===== config.mk =====
export PLATFORM = sky130hd
export DESIGN_NAME = packed_sample_unpacker
export DESIGN_NICKNAME = d
export VERILOG_FILES = /design/src/design/psu_pkg.sv /design/src/design/packed_sample_unpacker.sv
export SDC_FILE = /design/constraint.sdc
export NUM_CORES = 1
export LEC_CHECK = 0
export BUFFER_PORTS_ARGS = -buffer_cell sky130_fd_sc_hd__buf_2
export CORE_ASPECT_RATIO = 1.2
export CORE_MARGIN = 2
export CORE_UTILIZATION = 40
export CTS_CLUSTER_DIAMETER = 50
export DETAILED_ROUTE_END_ITERATION = 6
export MAX_ROUTING_LAYER = met4
export SETUP_SLACK_MARGIN = 0.15
export SLEW_MARGIN = 20
export SYNTH_ARGS = -nofsm -noshare
export SYNTH_HDL_FRONTEND = slang
export SYNTH_SLANG_ARGS = --single-unit

===== constraint.sdc =====
create_clock -name aclk -period 12.11 [get_ports aclk]
set_input_delay 2.422 -clock aclk [delete_from_list [all_inputs] [get_ports aclk]]
set_output_delay 2.422 -clock aclk [all_outputs]
set_load 0.05 [all_outputs]

===== src/design/psu_pkg.sv =====
// ----------------------------------------------------------------------------
// psu_pkg
// shared types and constants for the packed sample unpacker
// ----------------------------------------------------------------------------
package psu_pkg;

    // most results one input byte can produce
    localparam int MAX_RES = 4;

    // default row length limit
    localparam int MAX_ROW_WIDTH_DEF = 65535;

    // configuration register indexes
    localparam logic [0:0] REG_SAMPLE_BITS = 1'd0;
    localparam logic [0:0] REG_ROW_WIDTH   = 1'd1;

    // reset values of the configuration registers
    localparam logic [3:0]  SAMPLE_BITS_RST = 4'd8;
    localparam logic [15:0] ROW_WIDTH_RST   = 16'd1;

    // one result entry
    typedef struct packed {
        logic [7:0] value;
        logic       row_done;
        logic       run_last;
    } psu_result_t;

endpackage


===== src/design/packed_sample_unpacker.sv =====
// ----------------------------------------------------------------------------
// packed_sample_unpacker
// splits a byte stream of raster rows into right-aligned samples of 1..8 bits
// ----------------------------------------------------------------------------
// Each input transaction carries one raw row byte (msb first) in s_tdata and a
// row start flag in s_tuser. The byte is shifted into a 16-bit accumulator and
// all samples it completes (at most four) are computed in the same cycle and
// written to a four-entry result buffer; from there one result transaction
// leaves per cycle while m_tready is high, the first in the cycle after the
// byte was accepted. A single result port drains the buffer, and a new byte
// is taken only when the buffer is empty or its last entry leaves in that
// cycle. A byte that yields no result (no row open, row finished) leaves the
// buffer empty. At one bit per sample each byte passes through unchanged,
// ceil(row_width/8) bytes per row. Bits and bytes past the end of a row are
// dropped. m_tlast marks the last result of a row and m_tuser the last result
// caused by one byte. The user must write configuration through cfg_we/
// cfg_addr/cfg_wdata only while the block is idle; it does not enforce this.
// ----------------------------------------------------------------------------
module packed_sample_unpacker
    import psu_pkg::*;
#(
    parameter int MAX_ROW_WIDTH = MAX_ROW_WIDTH_DEF
) (
    input  logic        aclk,
    input  logic        aresetn,

    // configuration write port
    input  logic        cfg_we,
    input  logic [0:0]  cfg_addr,
    input  logic [15:0] cfg_wdata,

    // byte input
    input  logic        s_tvalid,
    output logic        s_tready,
    input  logic [7:0]  s_tdata,   // [7:0] data_byte
    input  logic        s_tuser,   // [0] row_start

    // sample output
    output logic        m_tvalid,
    input  logic        m_tready,
    output logic [7:0]  m_tdata,   // [7:0] sample_value
    output logic        m_tlast,   // row_done
    output logic        m_tuser    // [0] run_last
);

    localparam int CNT_W = $clog2(MAX_RES + 1);
    localparam int IDX_W = $clog2(MAX_RES);
    localparam logic [15:0] ROW_LIMIT = 16'(MAX_ROW_WIDTH);

    // configuration registers
    logic [3:0]  sample_bits_reg;
    logic [15:0] row_width_reg;

    // unpacking state
    logic [15:0] acc_reg, acc_next;
    logic [3:0]  held_reg, held_next;
    logic [15:0] left_reg, left_next;

    // result buffer
    psu_result_t           buf_reg [MAX_RES];
    psu_result_t           res_next [MAX_RES];
    logic [CNT_W-1:0]      cnt_reg, nres_next;
    logic [IDX_W-1:0]      rd_reg;

    logic        s_accept;
    logic        m_accept;
    logic [3:0]  eff_bits;
    logic        one_bit;
    logic [15:0] width_lim;
    logic [7:0]  mask;
    logic [16:0] width_sum;

    // effective sample size: zero acts as one, above eight saturates
    always_comb begin
        if (sample_bits_reg == 4'd0) begin
            eff_bits = 4'd1;
        end else if (sample_bits_reg > 4'd8) begin
            eff_bits = 4'd8;
        end else begin
            eff_bits = sample_bits_reg;
        end
    end

    assign one_bit   = (eff_bits == 4'd1);
    assign width_lim = (row_width_reg > ROW_LIMIT) ? ROW_LIMIT : row_width_reg;
    assign width_sum = {1'b0, width_lim} + 17'd7;
    assign mask      = 8'((9'd1 << eff_bits) - 9'd1);

    // handshakes: take a byte when the buffer is empty or its last entry leaves now
    assign m_tvalid = (cnt_reg != '0);
    assign m_accept = m_tvalid && m_tready;
    assign s_tready = (cnt_reg == '0) || ((cnt_reg == CNT_W'(1)) && m_tready);
    assign s_accept = s_tvalid && s_tready;

    assign m_tdata = buf_reg[rd_reg].value;
    assign m_tlast = buf_reg[rd_reg].row_done;
    assign m_tuser = buf_reg[rd_reg].run_last;

    // single pass over one byte: row start, shift in, up to four extractions
    always_comb begin
        acc_next  = acc_reg;
        held_next = held_reg;
        left_next = left_reg;
        nres_next = '0;
        for (int k = 0; k < MAX_RES; k++) begin
            res_next[k] = '0;
        end

        if (s_tuser) begin
            // one-bit mode counts whole bytes, rounded up
            left_next = one_bit ? {2'b00, width_sum[16:3]} : width_lim;
            acc_next  = '0;
            held_next = '0;
        end

        if (left_next != '0) begin
            if (one_bit) begin
                // packed byte passes through, counted per byte
                left_next            = left_next - 16'd1;
                res_next[0].value    = s_tdata;
                res_next[0].row_done = (left_next == '0);
                nres_next            = CNT_W'(1);
            end else begin
                // bits older than seven are lost after a size change
                if (held_next > 4'd7) begin
                    held_next = 4'd7;
                end
                acc_next  = {acc_next[7:0], s_tdata};
                held_next = held_next + 4'd8;
                for (int k = 0; k < MAX_RES; k++) begin
                    if ((held_next >= eff_bits) && (left_next != '0)) begin
                        held_next            = held_next - eff_bits;
                        left_next            = left_next - 16'd1;
                        res_next[k].value    = 8'(acc_next >> held_next) & mask;
                        res_next[k].row_done = (left_next == '0);
                        nres_next            = nres_next + CNT_W'(1);
                    end
                end
            end
        end

        // flag the last result produced by this byte
        for (int k = 0; k < MAX_RES; k++) begin
            res_next[k].run_last = (nres_next == CNT_W'(k + 1));
        end
    end

    // configuration registers
    always_ff @(posedge aclk) begin
        if (!aresetn) begin
            sample_bits_reg <= SAMPLE_BITS_RST;
            row_width_reg   <= ROW_WIDTH_RST;
        end else if (cfg_we) begin
            case (cfg_addr)
                REG_SAMPLE_BITS: sample_bits_reg <= cfg_wdata[3:0];
                REG_ROW_WIDTH:   row_width_reg   <= cfg_wdata;
                default:         ;
            endcase
        end
    end

    // unpacking state, updated once per accepted byte
    always_ff @(posedge aclk) begin
        if (!aresetn) begin
            acc_reg  <= '0;
            held_reg <= '0;
            left_reg <= '0;
        end else if (s_accept) begin
            acc_reg  <= acc_next;
            held_reg <= held_next;
            left_reg <= left_next;
        end
    end

    // result buffer control
    always_ff @(posedge aclk) begin
        if (!aresetn) begin
            cnt_reg <= '0;
            rd_reg  <= '0;
        end else if (s_accept) begin
            cnt_reg <= nres_next;
            rd_reg  <= '0;
        end else if (m_accept) begin
            cnt_reg <= cnt_reg - CNT_W'(1);
            rd_reg  <= rd_reg + IDX_W'(1);
        end
    end

    // result buffer payload
    always_ff @(posedge aclk) begin
        if (s_accept) begin
            for (int k = 0; k < MAX_RES; k++) begin
                buf_reg[k] <= res_next[k];
            end
        end
    end

`ifndef SYNTHESIS
    // buffer never holds more than one byte's results
    assert property (@(posedge aclk) disable iff (!aresetn)
        cnt_reg <= CNT_W'(MAX_RES))
    else $error("result buffer count out of range");

    // the run_last entry is always the last one in the buffer
    assert property (@(posedge aclk) disable iff (!aresetn)
        (m_tvalid && m_tuser) |-> (cnt_reg == CNT_W'(1)))
    else $error("run_last shown with results still queued");

    // end of row ends the byte's results too
    assert property (@(posedge aclk) disable iff (!aresetn)
        (m_tvalid && m_tlast) |-> m_tuser)
    else $error("row_done without run_last");

    // a new byte is taken only when the buffer is empty or drains this cycle
    assert property (@(posedge aclk) disable iff (!aresetn)
        s_accept |-> ((cnt_reg == '0) || m_accept))
    else $error("byte accepted over pending results");

    // a finished row leaves no owed samples
    assert property (@(posedge aclk) disable iff (!aresetn)
        (m_accept && m_tlast) |-> (left_reg == '0))
    else $error("row_done while samples still owed");
`endif

endmodule

==> flow_metrics.env <==
export IMPL_status="finished, final reports clean"
export IMPL_fp_coreArea_um2=26430
export IMPL_area_delta_synth_final_pct=7.844
export IMPL_cts_tree="done"
export IMPL_layout_nets=1445
export IMPL_largest_reg_flops=40
export IMPL_antenna_cells=0
export IMPL_setup_tns_ns=0
export IMPL_hold_viol_final=0
export IMPL_portBuffers=42
export IMPL_crit_slowest_cell="o41ai_4"
export IMPL_drv_slew=0
export IMPL_dr_pass1_iters=5
export IMPL_antenna_found_initial=0
export IMPL_ys_ff_latch=95
export IMPL_cts_resized=0
export IMPL_period_needed_ns=11.15
export IMPL_slowest_delay_ns=0.76
export IMPL_worstSetupPathType="input pin to register"
export IMPL_cts_setup_buffers=0
export IMPL_cts_root_buf="clkbuf_16"
export IMPL_postRouteAntennaNets=0
export IMPL_hold_end="left_reg[5]"
export IMPL_h_tree_depth=3
export IMPL_synthFlopType="dfxtp_1"
export IMPL_hpwl_mm=28.35
export IMPL_rsz0062_at_grt="false"
export IMPL_cp_max_fo=16
export IMPL_clkLatencyLatePin_ns=0.37
export IMPL_hold_path_depth=2
export IMPL_start_kind="input pin"
export IMPL_cp_arrival_ns=11.34
export IMPL_track_usage_pct=26.85
export IMPL_path_clk_slew_ns=0.07
export IMPL_rr_endpoint="buf_reg[0][0]"
export IMPL_worstRegToRegCells=36
export IMPL_fmax_ghz=0.08971
export IMPL_fill_cells=2618
export IMPL_synth_area_um2=10800
export IMPL_cts_sinks=95
export IMPL_synth_edf_count=40
export IMPL_setup_viol=0
export IMPL_cts_buffers=9
export IMPL_min_period_over_period_pct=92.05
export IMPL_max_cap_viol_count=0
export IMPL_grt_max_degree=42
export IMPL_synth_cells=1381
export IMPL_hp_class="register to register"
export IMPL_async_flop_share_pct=0
export IMPL_drive_above_1_share_pct=14.51
export IMPL_ios=43
export IMPL_fp_dieArea_um2=28330
export IMPL_routed_wirelength_mm=37.04
export IMPL_fin_worst_skew_ns=0.008624
export IMPL_gp_congestion=0.9625
export IMPL_clk_path_buf_depth=2
export IMPL_worst_slew_pin_slew_ns=1.226
export IMPL_grt_pass1_wl_mm=57.58
export IMPL_cp_end_kind="register"
export IMPL_synth_top_area_share_pct=11.12
export IMPL_synthDistinctLibCells=95
export IMPL_dieWidth_um=154.0
export IMPL_relSlewSlack_pct=16.15
export IMPL_overflow=0
export IMPL_drtIter0Drc=925
export IMPL_drc_errors=0
export IMPL_cts_hold_buffers_added=0
export IMPL_num_vias=10770
export IMPL_worst_r2r_startpoint="sample_bits_reg[2]"
export IMPL_cp_required_ns=12.30
export IMPL_ys_seq_area_share_pct=21.32
export IMPL_synthTopCellsByArea="edfxtp_1 (11%), dfxtp_1 (10%), mux4_2 (7.3%)"
export IMPL_r2r_slack_ns=1.84
export IMPL_die_y_um=184.0
export IMPL_synth_largest_area_cell="edfxtp_1"
export IMPL_yosysWarnings=0
export IMPL_first_global_vias=10190
export IMPL_drt_wirelength_per_cell_um=21.53
export IMPL_rows=65
export IMPL_min_delay_start="left_reg[5]"
export IMPL_vias_per_cell=6.259
export IMPL_syn_area_per_cell_um2=7.820
export IMPL_start_util_pct=40.86
-- cell usage in the layout (no fill, tap or decap), types with 8 or more instances in the layout --
| cell | n |
|---|---|
| nand2b_1 | 13 |
| and3_1 | 13 |
| a211oi_1 | 9 |
| nor2_1 | 129 |
| a31oi_1 | 18 |
| clkbuf_16 | 9 |
| nand3_1 | 42 |
| nor3_1 | 51 |
| inv_1 | 30 |
| a22oi_1 | 18 |
| and2_1 | 8 |
| mux2i_1 | 46 |
| o22ai_1 | 11 |
| mux2_2 | 20 |
| edfxtp_1 | 40 |
| xor2_1 | 37 |
| ha_1 | 30 |
| o221ai_1 | 10 |
| nor3b_1 | 12 |
| a21o_1 | 9 |
| nor2b_1 | 17 |
| mux4_2 | 35 |
| o211ai_1 | 15 |
| a21oi_1 | 98 |
| dfxtp_1 | 55 |
| buf_2 | 42 |
| nand2_1 | 199 |
| o21ai_0 | 81 |
| buf_4 | 44 |
| nand4_1 | 23 |
| nor4_1 | 16 |
| xnor2_1 | 50 |
-- cells in the mapped netlist (18+ instances only) --
master and count:
a31oi_1 18, edfxtp_1 40, a21oi_1 98, a22oi_1 18, o21ai_0 81, mux2i_1 46, xnor2_1 50, xor2_1 37
clkbuf_1 79, nor3_1 51, dfxtp_1 55, nand4_1 23, nand3_1 42, nor2_1 129, mux2_2 20, mux4_2 35
ha_1 30, nand2_1 199, inv_1 31
-- worst max-delay path, delay by kind of cell --
family                   cells  cell delay (ns)
AO/OA/AOI/OAI               11             3.27
AND/OR/NAND/NOR              8             1.98
buffers and inverters        8             1.50
adder cells (fa/ha/maj)      4             1.04
XOR/XNOR                     3             0.87
multiplexers                 1             0.24
-- kinds of logic (layout without fill, tap and decap cells) --
| kind of cell | count (synthesis) | count (layout) | synth area share, % |
|---|---|---|---|
| AOI/OAI and AO/OA | 360 | 360 | 22.56 |
| xor gates and xnor gates | 88 | 88 | 7.207 |
| adders and majority gates | 34 | 34 | 4.217 |
| buffers and inverters | 134 | 137 | 5.017 |
| DFF | 95 | 95 | 21.32 |
| muxes | 101 | 101 | 13.65 |
| other | 1 | 2 | 0.03473 |
| and+or+nand+nor | 568 | 568 | 26.00 |
-- area by class of cell --
class                      instances  area [um^2]  share of cell area (%)
inverter                          35        131.4                   1.128
clock buffer                       9        225.2                   1.934
clock inverter                     7        62.56                  0.5372
timing repair buffer              86        540.5                   4.641
sequential                        95         2302                   19.77
multi-input combinational       1153         7965                   68.39
tap                              335        419.2                   3.599
-- worst max path at each step --
stage,from,to,slack [ns],depth (start not counted)
after global routing,s_tuser,buf_reg[0][0],0.23,35
after detailed placement,s_tuser,buf_reg[0][0],0.55,36
after CTS,s_tuser,buf_reg[0][0],0.88,36
after floorplan,s_tuser,buf_reg[3][5],0.24,43
after global placement,s_tuser,buf_reg[3][5],0.80,36
final,s_tuser,buf_reg[0][0],0.96,35
-- per-stage QoR --
stage                     setup WS [ns]  instances  utilization (%)  cell area (um^2)  hold WS [ns]
after floorplan                  0.2377       1382                -             10810        0.4272
after global placement           0.8039       1698            42.80             11310        0.4543
after detailed placement         0.5457       1698            42.80             11310        0.4526
after CTS                        0.8832       1714            43.89             11600        0.4772
after global routing             0.2298       1720            44.06             11650        0.4943
final                            0.9630       1720            44.06             11650        0.4759
-- layer usage --
| layer | vias to the layer above | GRT usage, % | wire length, um |
|---|---|---|---|
| li1 | 5137 | - | - |
| met1 | 5153 | 29.97 | 14800 |
| met2 | 374 | 47.50 | 18810 |
| met3 | 102 | 2.051 | 1373 |
| met4 | 0 | 15.14 | 2058 |
| met5 | - | - | 0 |
Power is left out: the tool's default activity adds up to more than one toggle a clock period on the data nets, which glitch-free logic cannot reach.
